**config.mk**
```make
export PLATFORM = sky130hd
export DESIGN_NAME = water_heater_thermostat_top
export DESIGN_NICKNAME = d
export VERILOG_FILES = /design/src/design/wht_pkg.sv /design/src/design/wht_cfg.sv /design/src/design/wht_ctrl.sv /design/src/design/wht_dp.sv /design/src/design/water_heater_thermostat_top.sv
export VERILOG_INCLUDE_DIRS = /design/src /design/src/design
export SDC_FILE = /design/constraint.sdc
export NUM_CORES = 2
export LEC_CHECK = 0
export ABC_AREA = 1
export BUFFER_PORTS_ARGS = -buffer_cell sky130_fd_sc_hd__buf_2
export CAP_MARGIN = 20
export CORE_ASPECT_RATIO = 0.7
export CORE_UTILIZATION = 50
export CTS_BUF_LIST = sky130_fd_sc_hd__clkbuf_2
export DETAILED_ROUTE_END_ITERATION = 6
export PLACE_DENSITY = 0.66
export SYNTH_ARGS = -nofsm -noshare
export SYNTH_HDL_FRONTEND = slang
export SYNTH_HIERARCHICAL = 1
export SYNTH_SLANG_ARGS = --single-unit
export TNS_END_PERCENT = 30
```
**constraint.sdc**
```tcl
create_clock -name clk_i -period 22.7 [get_ports clk_i]
set_input_delay 4.54 -clock clk_i [delete_from_list [all_inputs] [get_ports clk_i]]
set_output_delay 4.54 -clock clk_i [all_outputs]
set_load 0.01 [all_outputs]
```
**src/design/water_heater_thermostat_top_assert.svh**
```systemverilog
// assertion macros shared by the thermostat modules
`ifndef WATER_HEATER_THERMOSTAT_TOP_ASSERT_SVH
`define WATER_HEATER_THERMOSTAT_TOP_ASSERT_SVH

// same-cycle implication, sampled on clk_i, off while rst_ni is low
`define WHT_ASSERT_NOW(lbl, ante, cons, msg) \
  lbl: assert property (@(posedge clk_i) disable iff (!rst_ni) (ante) |-> (cons)) \
    else $error(msg);

// next-cycle implication, sampled on clk_i, off while rst_ni is low
`define WHT_ASSERT_NEXT(lbl, ante, cons, msg) \
  lbl: assert property (@(posedge clk_i) disable iff (!rst_ni) (ante) |=> (cons)) \
    else $error(msg);

`endif

```
**src/design/wht_pkg.sv**
```systemverilog
// shared types and constants for the water heater thermostat
package wht_pkg;

  localparam int unsigned PADDR_W = 5;
  localparam int unsigned PDATA_W = 32;
  localparam int unsigned COEF_W  = 24;
  localparam int unsigned BAND_W  = 15;

  // register indexes (paddr[4:2])
  localparam logic [2:0] REG_QUAD   = 3'd0;
  localparam logic [2:0] REG_LIN    = 3'd1;
  localparam logic [2:0] REG_OFFSET = 3'd2;
  localparam logic [2:0] REG_BAND   = 3'd3;
  localparam logic [2:0] REG_MARGIN = 3'd4;

  localparam logic signed [COEF_W-1:0] QUAD_RST   = -24'sd1620;
  localparam logic signed [COEF_W-1:0] LIN_RST    = -24'sd1406;
  localparam logic signed [COEF_W-1:0] OFFSET_RST = 24'sd33293;
  localparam logic [BAND_W-1:0]        BAND_RST   = 15'd1280;
  localparam logic [BAND_W-1:0]        MARGIN_RST = 15'd1280;

  // temperatures in 1/256 degC
  localparam logic [BAND_W-1:0] DEG_38  = 15'd9728;
  localparam logic [BAND_W-1:0] DEG_58  = 15'd14848;
  localparam logic [BAND_W-1:0] DEG_78  = 15'd19968;
  localparam logic [BAND_W-1:0] DEG_98  = 15'd25088;
  localparam logic [BAND_W-1:0] DEG_40  = 15'd10240;
  localparam logic [BAND_W-1:0] DEG_60  = 15'd15360;
  localparam logic [BAND_W-1:0] DEG_80  = 15'd20480;
  localparam logic [BAND_W-1:0] DEG_100 = 15'd25600;

  // setpoint index codes
  localparam logic [1:0] SP_100 = 2'd0;
  localparam logic [1:0] SP_80  = 2'd1;
  localparam logic [1:0] SP_60  = 2'd2;
  localparam logic [1:0] SP_40  = 2'd3;

  typedef struct packed {
    logic signed [COEF_W-1:0] quad;
    logic signed [COEF_W-1:0] lin;
    logic signed [COEF_W-1:0] offset;
    logic [BAND_W-1:0]        band;
    logic [BAND_W-1:0]        margin;
  } cfg_t;

  typedef enum logic [2:0] {
    OP_NONE,
    OP_LOAD,
    OP_QUAD,
    OP_LIN,
    OP_COMMIT
  } op_e;

  typedef struct packed {
    op_e op;
  } cmd_t;

  function automatic logic [BAND_W-1:0] setpoint_fn(input logic [1:0] idx);
    logic [BAND_W-1:0] sp;
    case (idx)
      SP_100:  sp = DEG_100;
      SP_80:   sp = DEG_80;
      SP_60:   sp = DEG_60;
      SP_40:   sp = DEG_40;
      default: sp = DEG_100;
    endcase
    return sp;
  endfunction

endpackage

```
**src/design/wht_cfg.sv**
```systemverilog
// configuration register file behind the apb-style port
module wht_cfg (
  input  logic                        clk_i,
  input  logic                        rst_ni,
  input  logic                        psel,
  input  logic                        penable,
  input  logic                        pwrite,
  input  logic [wht_pkg::PADDR_W-1:0] paddr,
  input  logic [wht_pkg::PDATA_W-1:0] pwdata,
  output logic [wht_pkg::PDATA_W-1:0] prdata,
  output logic                        pready,
  output wht_pkg::cfg_t               cfg_o
);

  wht_pkg::cfg_t cfg_q;
  logic          wr_en;
  logic [2:0]    idx;

  assign pready = 1'b1;
  assign wr_en  = psel & penable & pwrite;
  assign idx    = paddr[4:2];
  assign cfg_o  = cfg_q;

  always_ff @(posedge clk_i or negedge rst_ni) begin
    if (!rst_ni) begin
      cfg_q.quad   <= wht_pkg::QUAD_RST;
      cfg_q.lin    <= wht_pkg::LIN_RST;
      cfg_q.offset <= wht_pkg::OFFSET_RST;
      cfg_q.band   <= wht_pkg::BAND_RST;
      cfg_q.margin <= wht_pkg::MARGIN_RST;
    end else if (wr_en) begin
      case (idx)
        wht_pkg::REG_QUAD:   cfg_q.quad   <= pwdata[wht_pkg::COEF_W-1:0];
        wht_pkg::REG_LIN:    cfg_q.lin    <= pwdata[wht_pkg::COEF_W-1:0];
        wht_pkg::REG_OFFSET: cfg_q.offset <= pwdata[wht_pkg::COEF_W-1:0];
        wht_pkg::REG_BAND:   cfg_q.band   <= pwdata[wht_pkg::BAND_W-1:0];
        wht_pkg::REG_MARGIN: cfg_q.margin <= pwdata[wht_pkg::BAND_W-1:0];
        default: ;
      endcase
    end
  end

  // readback, coefficients sign extended
  always_comb begin
    case (idx)
      wht_pkg::REG_QUAD:   prdata = wht_pkg::PDATA_W'(cfg_q.quad);
      wht_pkg::REG_LIN:    prdata = wht_pkg::PDATA_W'(cfg_q.lin);
      wht_pkg::REG_OFFSET: prdata = wht_pkg::PDATA_W'(cfg_q.offset);
      wht_pkg::REG_BAND:   prdata = wht_pkg::PDATA_W'(cfg_q.band);
      wht_pkg::REG_MARGIN: prdata = wht_pkg::PDATA_W'(cfg_q.margin);
      default:             prdata = '0;
    endcase
  end

endmodule

```
**src/design/wht_ctrl.sv**
```systemverilog
// sequencing state machine and output valid for the thermostat
`include "water_heater_thermostat_top_assert.svh"

module wht_ctrl (
  input  logic          clk_i,
  input  logic          rst_ni,
  input  logic          in_valid_i,
  output logic          in_stall_o,
  output logic          out_valid_o,
  input  logic          out_stall_i,
  output wht_pkg::cmd_t cmd_o
);

  typedef enum logic [1:0] {
    S_IDLE,
    S_QUAD,
    S_LIN,
    S_FIN
  } state_e;

  state_e state_q;
  logic   out_valid_q;
  logic   can_commit;
  logic   commit;

  assign in_stall_o  = (state_q != S_IDLE);
  assign out_valid_o = out_valid_q;
  assign can_commit  = !out_valid_q || !out_stall_i;
  assign commit      = (state_q == S_FIN) && can_commit;

  always_comb begin
    case (state_q)
      S_IDLE:  cmd_o.op = in_valid_i ? wht_pkg::OP_LOAD : wht_pkg::OP_NONE;
      S_QUAD:  cmd_o.op = wht_pkg::OP_QUAD;
      S_LIN:   cmd_o.op = wht_pkg::OP_LIN;
      S_FIN:   cmd_o.op = can_commit ? wht_pkg::OP_COMMIT : wht_pkg::OP_NONE;
      default: cmd_o.op = wht_pkg::OP_NONE;
    endcase
  end

  always_ff @(posedge clk_i or negedge rst_ni) begin
    if (!rst_ni) begin
      state_q     <= S_IDLE;
      out_valid_q <= 1'b0;
    end else begin
      if (commit) begin
        out_valid_q <= 1'b1;
      end else if (!out_stall_i) begin
        out_valid_q <= 1'b0;
      end
      case (state_q)
        S_IDLE: begin
          if (in_valid_i) begin
            state_q <= S_QUAD;
          end
        end
        S_QUAD: state_q <= S_LIN;
        S_LIN:  state_q <= S_FIN;
        S_FIN: begin
          if (can_commit) begin
            state_q <= S_IDLE;
          end
        end
        default: state_q <= S_IDLE;
      endcase
    end
  end

  `WHT_ASSERT_NEXT(a_accept_starts_quad, in_valid_i && !in_stall_o, state_q == S_QUAD, "accepted request did not start the quadratic term")
  `WHT_ASSERT_NEXT(a_commit_shows_result, commit, out_valid_q && state_q == S_IDLE, "committed result not presented")

endmodule

```
**src/design/wht_dp.sv**
```systemverilog
// datapath: shared multiplier, temperature accumulator, control state and result registers
`include "water_heater_thermostat_top_assert.svh"

module wht_dp #(
  parameter int unsigned ADC_BITS = 10
) (
  input  logic                                clk_i,
  input  logic                                rst_ni,
  input  wht_pkg::cmd_t                       cmd_i,
  input  wht_pkg::cfg_t                       cfg_i,
  input  logic                                reheat_button_i,
  input  logic                                select_button_i,
  input  logic                                power_button_i,
  input  logic [ADC_BITS-1:0]                 adc_sample_i,
  input  logic                                blink_slow_i,
  input  logic                                blink_horn_i,
  output logic                                heater_drive_o,
  output logic                                led_power_o,
  output logic                                led_reheat_o,
  output logic                                led_forty_o,
  output logic                                led_sixty_o,
  output logic                                led_eighty_o,
  output logic                                led_hundred_o,
  output logic                                horn_on_o,
  output logic signed [15:0]                  temperature_o
);

  localparam int unsigned SQ_W    = 2 * ADC_BITS;
  localparam int unsigned MUL_A_W = SQ_W + 1;
  localparam int unsigned MUL_W   = MUL_A_W + wht_pkg::COEF_W;
  localparam int unsigned ACC_W   = MUL_W - 7;

  localparam logic signed [ACC_W-1:0] T_MAX = ACC_W'(32767);
  localparam logic signed [ACC_W-1:0] T_MIN = ACC_W'(-32768);

  // latched request
  logic                 rb_q, sb_q, pb_q, bs_q, bh_q;
  logic [ADC_BITS-1:0]  d_q;
  logic [SQ_W-1:0]      sq_q;
  logic signed [ACC_W-1:0] acc_q;

  // control state
  logic rb_prev_q, sb_prev_q, pb_prev_q;
  logic heater_q, power_q, reheat_q;
  logic [1:0] idx_q;

  // shared multiplier
  logic signed [MUL_A_W-1:0]         mul_a;
  logic signed [wht_pkg::COEF_W-1:0] mul_b;
  logic signed [MUL_W-1:0]           prod;
  logic signed [ACC_W-1:0]           quad_term;
  logic signed [ACC_W-1:0]           lin_term;

  // commit logic
  logic e1, e2, e3;
  logic heater_n, power_n, reheat_n;
  logic [1:0] idx_n;
  logic signed [ACC_W-1:0] sp_old, sp_new, band, margin;
  logic signed [ACC_W-1:0] th38, th58, th78, th98;
  logic l40, l60, l80, l100, horn;
  logic signed [15:0] t_sat;

  always_comb begin
    case (cmd_i.op)
      wht_pkg::OP_LOAD: begin
        mul_a = MUL_A_W'(adc_sample_i);
        mul_b = wht_pkg::COEF_W'(adc_sample_i);
      end
      wht_pkg::OP_QUAD: begin
        mul_a = MUL_A_W'(sq_q);
        mul_b = cfg_i.quad;
      end
      default: begin
        mul_a = MUL_A_W'(d_q);
        mul_b = cfg_i.lin;
      end
    endcase
  end

  assign prod      = mul_a * mul_b;
  // arithmetic shifts round toward minus infinity
  assign quad_term = ACC_W'($signed(prod[MUL_W-1:16]));
  assign lin_term  = ACC_W'($signed(prod[MUL_W-1:8]));

  assign e1 = rb_q & ~rb_prev_q;
  assign e2 = sb_q & ~sb_prev_q;
  assign e3 = pb_q & ~pb_prev_q;

  assign sp_old = ACC_W'(wht_pkg::setpoint_fn(idx_q));
  assign band   = ACC_W'(cfg_i.band);
  assign margin = ACC_W'(cfg_i.margin);
  assign th38   = ACC_W'(wht_pkg::DEG_38);
  assign th58   = ACC_W'(wht_pkg::DEG_58);
  assign th78   = ACC_W'(wht_pkg::DEG_78);
  assign th98   = ACC_W'(wht_pkg::DEG_98);

  always_comb begin
    heater_n = heater_q;
    power_n  = power_q;
    if (!heater_q && (acc_q < sp_old - band) && power_q) begin
      heater_n = 1'b1;
    end else if ((heater_q && (acc_q >= sp_old)) || !power_q) begin
      heater_n = 1'b0;
      if (!reheat_q) begin
        power_n = 1'b0;
      end
    end
    if (e3) begin
      power_n = ~power_n;
    end
    reheat_n = power_n & (reheat_q ^ e1);
    idx_n    = power_n ? idx_q : wht_pkg::SP_100;
    if (e2) begin
      idx_n = idx_n + 2'd1;
    end
  end

  assign sp_new = ACC_W'(wht_pkg::setpoint_fn(idx_n));
  assign l40  = (((idx_n == wht_pkg::SP_40) && bs_q) || (acc_q >= th38)) && power_n;
  assign l60  = (((idx_n == wht_pkg::SP_60) && bs_q) || (acc_q >= th58)) && power_n;
  assign l80  = (((idx_n == wht_pkg::SP_80) && bs_q) || (acc_q >= th78)) && power_n;
  assign l100 = (((idx_n == wht_pkg::SP_100) && bs_q) || (acc_q >= th98)) && power_n;
  assign horn = (acc_q >= sp_new - margin) && bh_q;

  always_comb begin
    if (acc_q > T_MAX) begin
      t_sat = 16'sh7fff;
    end else if (acc_q < T_MIN) begin
      t_sat = -16'sh8000;
    end else begin
      t_sat = acc_q[15:0];
    end
  end

  // request and arithmetic registers
  always_ff @(posedge clk_i) begin
    case (cmd_i.op)
      wht_pkg::OP_LOAD: begin
        rb_q <= reheat_button_i;
        sb_q <= select_button_i;
        pb_q <= power_button_i;
        bs_q <= blink_slow_i;
        bh_q <= blink_horn_i;
        d_q  <= adc_sample_i;
        sq_q <= prod[SQ_W-1:0];
      end
      wht_pkg::OP_QUAD: acc_q <= quad_term + ACC_W'(cfg_i.offset);
      wht_pkg::OP_LIN:  acc_q <= acc_q + lin_term;
      default: ;
    endcase
  end

  // result payload
  always_ff @(posedge clk_i) begin
    if (cmd_i.op == wht_pkg::OP_COMMIT) begin
      heater_drive_o <= heater_n;
      led_power_o    <= power_n;
      led_reheat_o   <= reheat_n;
      led_forty_o    <= l40;
      led_sixty_o    <= l60;
      led_eighty_o   <= l80;
      led_hundred_o  <= l100;
      horn_on_o      <= horn;
      temperature_o  <= t_sat;
    end
  end

  // thermostat and button state
  always_ff @(posedge clk_i or negedge rst_ni) begin
    if (!rst_ni) begin
      rb_prev_q <= 1'b1;
      sb_prev_q <= 1'b1;
      pb_prev_q <= 1'b1;
      heater_q  <= 1'b0;
      power_q   <= 1'b0;
      reheat_q  <= 1'b0;
      idx_q     <= wht_pkg::SP_100;
    end else if (cmd_i.op == wht_pkg::OP_COMMIT) begin
      rb_prev_q <= rb_q;
      sb_prev_q <= sb_q;
      pb_prev_q <= pb_q;
      heater_q  <= heater_n;
      power_q   <= power_n;
      reheat_q  <= reheat_n;
      idx_q     <= idx_n;
    end
  end

  `WHT_ASSERT_NOW(a_reheat_needs_power, !power_q, !reheat_q, "reheat mode set while power is off")

endmodule

```
**src/design/water_heater_thermostat_top.sv**
```systemverilog
// top level of the water heater thermostat
//
// one request per control tick: three button levels, an adc sample and two
// blink flags arrive on the input channel (in_valid_i / in_stall_o); one
// result with heater, led, horn and saturated temperature leaves on the
// output channel (out_valid_o / out_stall_i). a request is taken when valid
// is high and stall is low
// an accepted request steps through load+square, quadratic term, linear term
// and thermostat update in turn, as the single shared multiplier forms d*d,
// quad*d*d and lin*d one after another; the input stalls while a request
// is in flight
// a finished result sits in the output register while the receiver stalls;
// the next request can be taken and worked on meanwhile, and it waits in its
// final step until the output register frees up
// reset (rst_ni low) clears the modes, the heater and the setpoint index,
// sets the previous button levels high and loads the default coefficients
// coefficients are to be written through the apb-style port while idle; the block does not enforce this
module water_heater_thermostat_top #(
  parameter int unsigned ADC_BITS = 10
) (
  input  logic                        clk_i,
  input  logic                        rst_ni,
  // config port
  input  logic                        psel,
  input  logic                        penable,
  input  logic                        pwrite,
  input  logic [wht_pkg::PADDR_W-1:0] paddr,
  input  logic [wht_pkg::PDATA_W-1:0] pwdata,
  output logic [wht_pkg::PDATA_W-1:0] prdata,
  output logic                        pready,
  // request channel
  input  logic                        in_valid_i,
  output logic                        in_stall_o,
  input  logic                        reheat_button_i,
  input  logic                        select_button_i,
  input  logic                        power_button_i,
  input  logic [ADC_BITS-1:0]         adc_sample_i,
  input  logic                        blink_slow_i,
  input  logic                        blink_horn_i,
  // result channel
  output logic                        out_valid_o,
  input  logic                        out_stall_i,
  output logic                        heater_drive_o,
  output logic                        led_power_o,
  output logic                        led_reheat_o,
  output logic                        led_forty_o,
  output logic                        led_sixty_o,
  output logic                        led_eighty_o,
  output logic                        led_hundred_o,
  output logic                        horn_on_o,
  output logic signed [15:0]          temperature_o
);

  wht_pkg::cfg_t cfg;
  wht_pkg::cmd_t cmd;

  // coefficient and threshold registers
  wht_cfg u_cfg (
    .clk_i   (clk_i),
    .rst_ni  (rst_ni),
    .psel    (psel),
    .penable (penable),
    .pwrite  (pwrite),
    .paddr   (paddr),
    .pwdata  (pwdata),
    .prdata  (prdata),
    .pready  (pready),
    .cfg_o   (cfg)
  );

  // sequencer: load+square, quadratic term, linear term, update
  wht_ctrl u_ctrl (
    .clk_i       (clk_i),
    .rst_ni      (rst_ni),
    .in_valid_i  (in_valid_i),
    .in_stall_o  (in_stall_o),
    .out_valid_o (out_valid_o),
    .out_stall_i (out_stall_i),
    .cmd_o       (cmd)
  );

  // arithmetic, thermostat state and result registers
  wht_dp #(
    .ADC_BITS (ADC_BITS)
  ) u_dp (
    .clk_i           (clk_i),
    .rst_ni          (rst_ni),
    .cmd_i           (cmd),
    .cfg_i           (cfg),
    .reheat_button_i (reheat_button_i),
    .select_button_i (select_button_i),
    .power_button_i  (power_button_i),
    .adc_sample_i    (adc_sample_i),
    .blink_slow_i    (blink_slow_i),
    .blink_horn_i    (blink_horn_i),
    .heater_drive_o  (heater_drive_o),
    .led_power_o     (led_power_o),
    .led_reheat_o    (led_reheat_o),
    .led_forty_o     (led_forty_o),
    .led_sixty_o     (led_sixty_o),
    .led_eighty_o    (led_eighty_o),
    .led_hundred_o   (led_hundred_o),
    .horn_on_o       (horn_on_o),
    .temperature_o   (temperature_o)
  );

endmodule
```
# ---- Word level (Yosys, flattened, before mapping)
# Index checks and enable logic that the tools add are counted.
dict set report word_totals {
  reg_bits 210
  in_bits 59
  output_inout_bits 59
  wordCells 135
}
dict set report op_classes {
  addsub 5
  magnitude_cmp 9
  mul 1
  n_mux 23
  reduce_logical 35
  eq_ne 20
  bitwise_logic 11
}
# operator count
set ops {}
lappend ops {{32-bit one-hot mux with 5 select lines} 1}
lappend ops {{15-bit one-hot mux with 4 select lines} 2}
lappend ops {{38-bit by 15-bit >= comparator with 1-bit output (second input constant)} 2}
lappend ops {{38-bit by 16-bit >= comparator with 1-bit output (second input constant)} 2}
lappend ops {{38-bit one-hot mux with 2 select lines} 1}
lappend ops {{24-bit one-hot mux with 2 select lines} 1}
lappend ops {{21-bit by 24-bit multiplier with 45-bit output} 1}
lappend ops {{20-bit one-hot mux with 2 select lines} 1}
lappend ops {{38-bit by 37-bit adder with 38-bit output} 1}
lappend ops {{38-bit by 16-bit >= comparator with 1-bit output} 1}
lappend ops {{38-bit >= comparator} 1}
lappend ops {{38-bit by 16-bit > comparator with 1-bit output (second input constant)} 1}
lappend ops {{38-bit by 16-bit less-than comparator with 1-bit output (second input constant)} 1}
lappend ops {{38-bit less-than comparator} 1}
lappend ops {{15-bit by 15-bit subtractor with 16-bit output} 2}
lappend ops {{29-bit by 24-bit adder with 30-bit output} 1}
lappend ops {{16-bit 2-to-1 mux} 1}
lappend ops {{1-bit logical AND} 13}
lappend ops {{2-bit equality test (second input constant)} 6}
lappend ops {{3-bit by 2-bit equality test with 1-bit output (second input constant)} 4}
lappend ops {{3-bit one-hot mux with 4 select lines} 1}
lappend ops {{2-bit AND reduction} 6}
lappend ops {{1-bit 2-to-1 mux} 9}
lappend ops {{2-bit 2-to-1 mux} 4}
lappend ops {{other kinds (16)} 40}

# ---- Depth between registers and ports, before layout
dict set report depth {
  depth_word 17
  mapped_depth 56
  depth_no_buf 54
}

# ---- Hierarchy
# Netlist, hierarchy kept.
# mod instances cells_each seq_area_each_um2 area_each_um2
set modules_own_cells {}
lappend modules_own_cells {wht_dp 1 3963 3116.7 29888.7}
lappend modules_own_cells {wht_cfg 1 590 2606.2 4848.4}
lappend modules_own_cells {wht_ctrl 1 28 75.1 221.5}

# ---- Worst setup path after synthesis
# No wires, ideal clock.
dict set report synth_timing {
  path_kind {input -> register}
  startpoint {input port out_stall_i}
  endpoint {register u_dp.acc_q[30] (data pin)}
  setup_time_ns 0.264
  n_path_buf 2
  t_required_ns 22.436
  t_arrival_ns 13.679
  cell_stages 41
  setup_slack_ns 8.758
  cell_sequence {nand2_1 nand2_1 nor2_1 nor2_2 nand2_2 nand2_2 buf_6 inv_2 a22o_1 inv_1 buf_2 nor2_1 fa_1 inv_1 fa_1 inv_1 fa_1 inv_1 [5 not listed] ha_1 nand2_1 nor2_1 inv_1 nor2_1 inv_1 nor3_1 nand4_1 nand3_1 xor2_1 ha_1 a21oi_1 a21boi_0 o21ai_0 a21oi_1 nand2_1 o21ai_2 nand2_1}
}
# item line
set synth_lines {}
lappend synth_lines {{from (decl)} water_heater_thermostat_top.sv:42} ;# input logic out_stall_i,
lappend synth_lines {{to (signal assigned)} wht_dp.sv:147} ;# wht_pkg::OP_QUAD: acc_q <= quad_term + ACC_W'(cfg_i.offset);
lappend synth_lines {{to (signal assigned)} wht_dp.sv:148} ;# wht_pkg::OP_LIN: acc_q <= acc_q + lin_term;
lappend synth_lines {{to (decl)} wht_dp.sv:40} ;# logic signed [ACC_W-1:0] acc_q;

==> results_dict.tcl <==
set metrics [dict create \
    outcome "completed" \
    grt_max_degree 61 \
    grt_pass1_wl_um 177000 \
    yosysSeqAreaShare_pct 16.6 \
    port_buffers 106 \
    dr.pass1.iters 6 \
    cp_slowest_stage_delay_ns 0.79 \
    first_iter_violations 3770 \
    synth_ff_type "edfxtp_1" \
    gr-total-overflow 0 \
    critPathBufInv 10 \
    async_flop_share_pct 53.8 \
    vias_per_cell 5.50 \
    tightest_slew_ns 1.16 \
    synth_top_area_share_pct 28.2 \
    route.detailed.drc 0 \
    clock_skew_ns 0.0907 \
    final_cell_mix "1117 x nand2_1, 889 x inv_1, 493 x fa_1" \
    start_util_pct 50.9 \
    insertion_delay_ns 1.03 \
    hold_viol 0 \
    rows 80 \
    required_ns 23.39 \
    cts_root_buf "clkbuf_2" \
    grt_use_total_pct 33.1 \
    vias 30800 \
    die_w_um 318 \
    arrival_ns 16.33 \
    synth_nets 5423 \
    antenna_left 0 \
    crit_family "adder cells" \
    relSlewSlack_pct 22.1 \
    antenna_found_initial 3 \
    hold_buffers 0 \
    rsz0062_at_grt "false" \
    die_area_um2 71000 \
    clkTransAtPathRegs_ns 0.11 \
    timing_worst_setup_path_type "in -> reg" \
    coreArea_um2 68700 \
    clockBufferDepth 3 \
    syn_inst 4581 \
    yosysWarnings 6 \
    postLayoutCellArea_um2 36700 \
    synth_area_leaders "fa_1 28%, nand2_1 12%, ha_1 10%" \
    clock_sinks 210 \
    layout_min_cycle_time_ns 15.64 \
    final_layout_size_suffix_gt1_share_pct 7.44 \
    start_kind "primary input" \
    hold_path.class "reg -> reg" \
    cp_slowest_cell "fa_1" \
    synth-edff-count 97 \
    fmax_mhz 63.9 \
    ys_types 56 \
    wl_per_cell_um 20.8 \
    cts_setup_buffers 0 \
    grt_pass1_vias 28600 \
    finalWirelength_um 116000 \
    tritoncts "done" \
    pin_count 118 \
    numCtsBuffers 52 \
    maxCapViolCount 0 \
    dp_hpwl_um 96600 \
    slew_viol_final 0 \
    gp_congestion 1.01 \
    r2r_slack_ns 9.98 \
    yosys_register_bits 210 \
    synth_area_um2 35000 \
    finalCritPeriodShare_pct 68.9 \
    syn_avg_cell_area_um2 7.63 \
    fp.dieH_um 223 \
    area_growth_syn_to_layout_pct 5.05 \
    tns_ns 0 \
    yosys.area.top_type "fa_1" \
    cp_max_fo 40 \
    setup_violations 0 \
    final_common_cell "nand2_1" \
    nets 5492 \
    cts_resized 0 \
    h-tree-depth 2 \
    place_area_um2 36200 \
    cp-end-kind "register" \
]
==> cells in the mapped netlist (all sizes together) (32+ instances only) <==
library cell  count
fa              493
nand3           176
dfrtp            67
inv             912
buf              92
nor2            488
o21ai           251
nand2          1134
nor3             32
edfxtp           97
ha              290
dfstp            46
nand4            59
xor2             56
a21oi           207
==> layout make-up <==
| type | instances | area (um2) |
|---|---|---|
| inverters | 918 | 3450 |
| repair buffers | 134 | 771 |
| clock inverters | 16 | 93.8 |
| multi-input cells | 3334 | 25100 |
| well taps | 902 | 1130 |
| fillers | 6729 | 31900 |
| clock buffers | 81 | 405 |
| flip-flops and latches | 210 | 5800 |
| diodes | 2 | 5.00 |
==> sequential cells by signal, summed over array words and instances, names as in the netlist, 2 cells and up <==
register / cells
u_dp/acc_q: 38
u_ctrl/state_q: 2
u_dp/sq_q: 20
u_cfg/cfg_o: 102
u_dp/idx_q: 2
u_dp/temperature_o: 16
u_dp/d_q: 10
==> kinds of logic after synthesis <==
family                     after synthesis  synth area share, %
adders and majority gates              783                 38.6
xor gates and xnor gates                83                 2.08
and+or+nand+nor                       1929                 22.5
AOI/OAI and AO/OA                      538                 8.46
DFF                                    210                 16.6
buffers and inverters                 1037                 11.8
other                                    1               0.0107
==> per-layer routing <==
metal | GRT usage [%] | vias up | wire (um) | part of all wire [%]
li1 | - | 14300 | - | -
met3 | 11.1 | 78 | 16700 | 14
met2 | 41.7 | 1656 | 42900 | 37
met1 | 54.3 | 14800 | 55600 | 48
met4 | 3.79 | 4 | 1140 | 0.98
met5 | 0.673 | - | 83 | 0.071
==> worst min-delay path, cell delays in order (launching register included) <==
cell	delay, ns
dfstp_2	0.39
nand2_1	0.05
o21ai_1	0.06
==> metrics by stage <==
step / util (%) / setup WS [ns] / hold slack (ns) / cells
floorplan: - / 8.76 / 0.459 / 4581
global route: 53.5 / 6.26 / 0.509 / 5597
CTS: 53.4 / 7.22 / 0.498 / 5593
finish: 53.5 / 7.06 / 0.498 / 5597
global placement: 52.7 / 6.36 / 0.473 / 5496
detailed placement: 52.7 / 6.28 / 0.481 / 5496
==> path summary, 6_finish.rpt <==
kind | depth (start not counted) | startpoint | to
max in group asynchronous | 2 | rst_ni | u_cfg/cfg_o[44]
min | 2 | u_cfg/cfg_o[86] | u_cfg/cfg_o[86]
min reg2reg | 2 | u_cfg/cfg_o[86] | u_cfg/cfg_o[86]
max reg2reg | 44 | u_ctrl/state_q[0] | u_dp/acc_q[36]
max | 42 | out_stall_i | u_dp/acc_q[36]
min in group asynchronous | 1 | rst_ni | u_dp/power_q
Power is not shown: default switching activity piles up to over one toggle a cycle in this logic, so the estimate is an artifact.
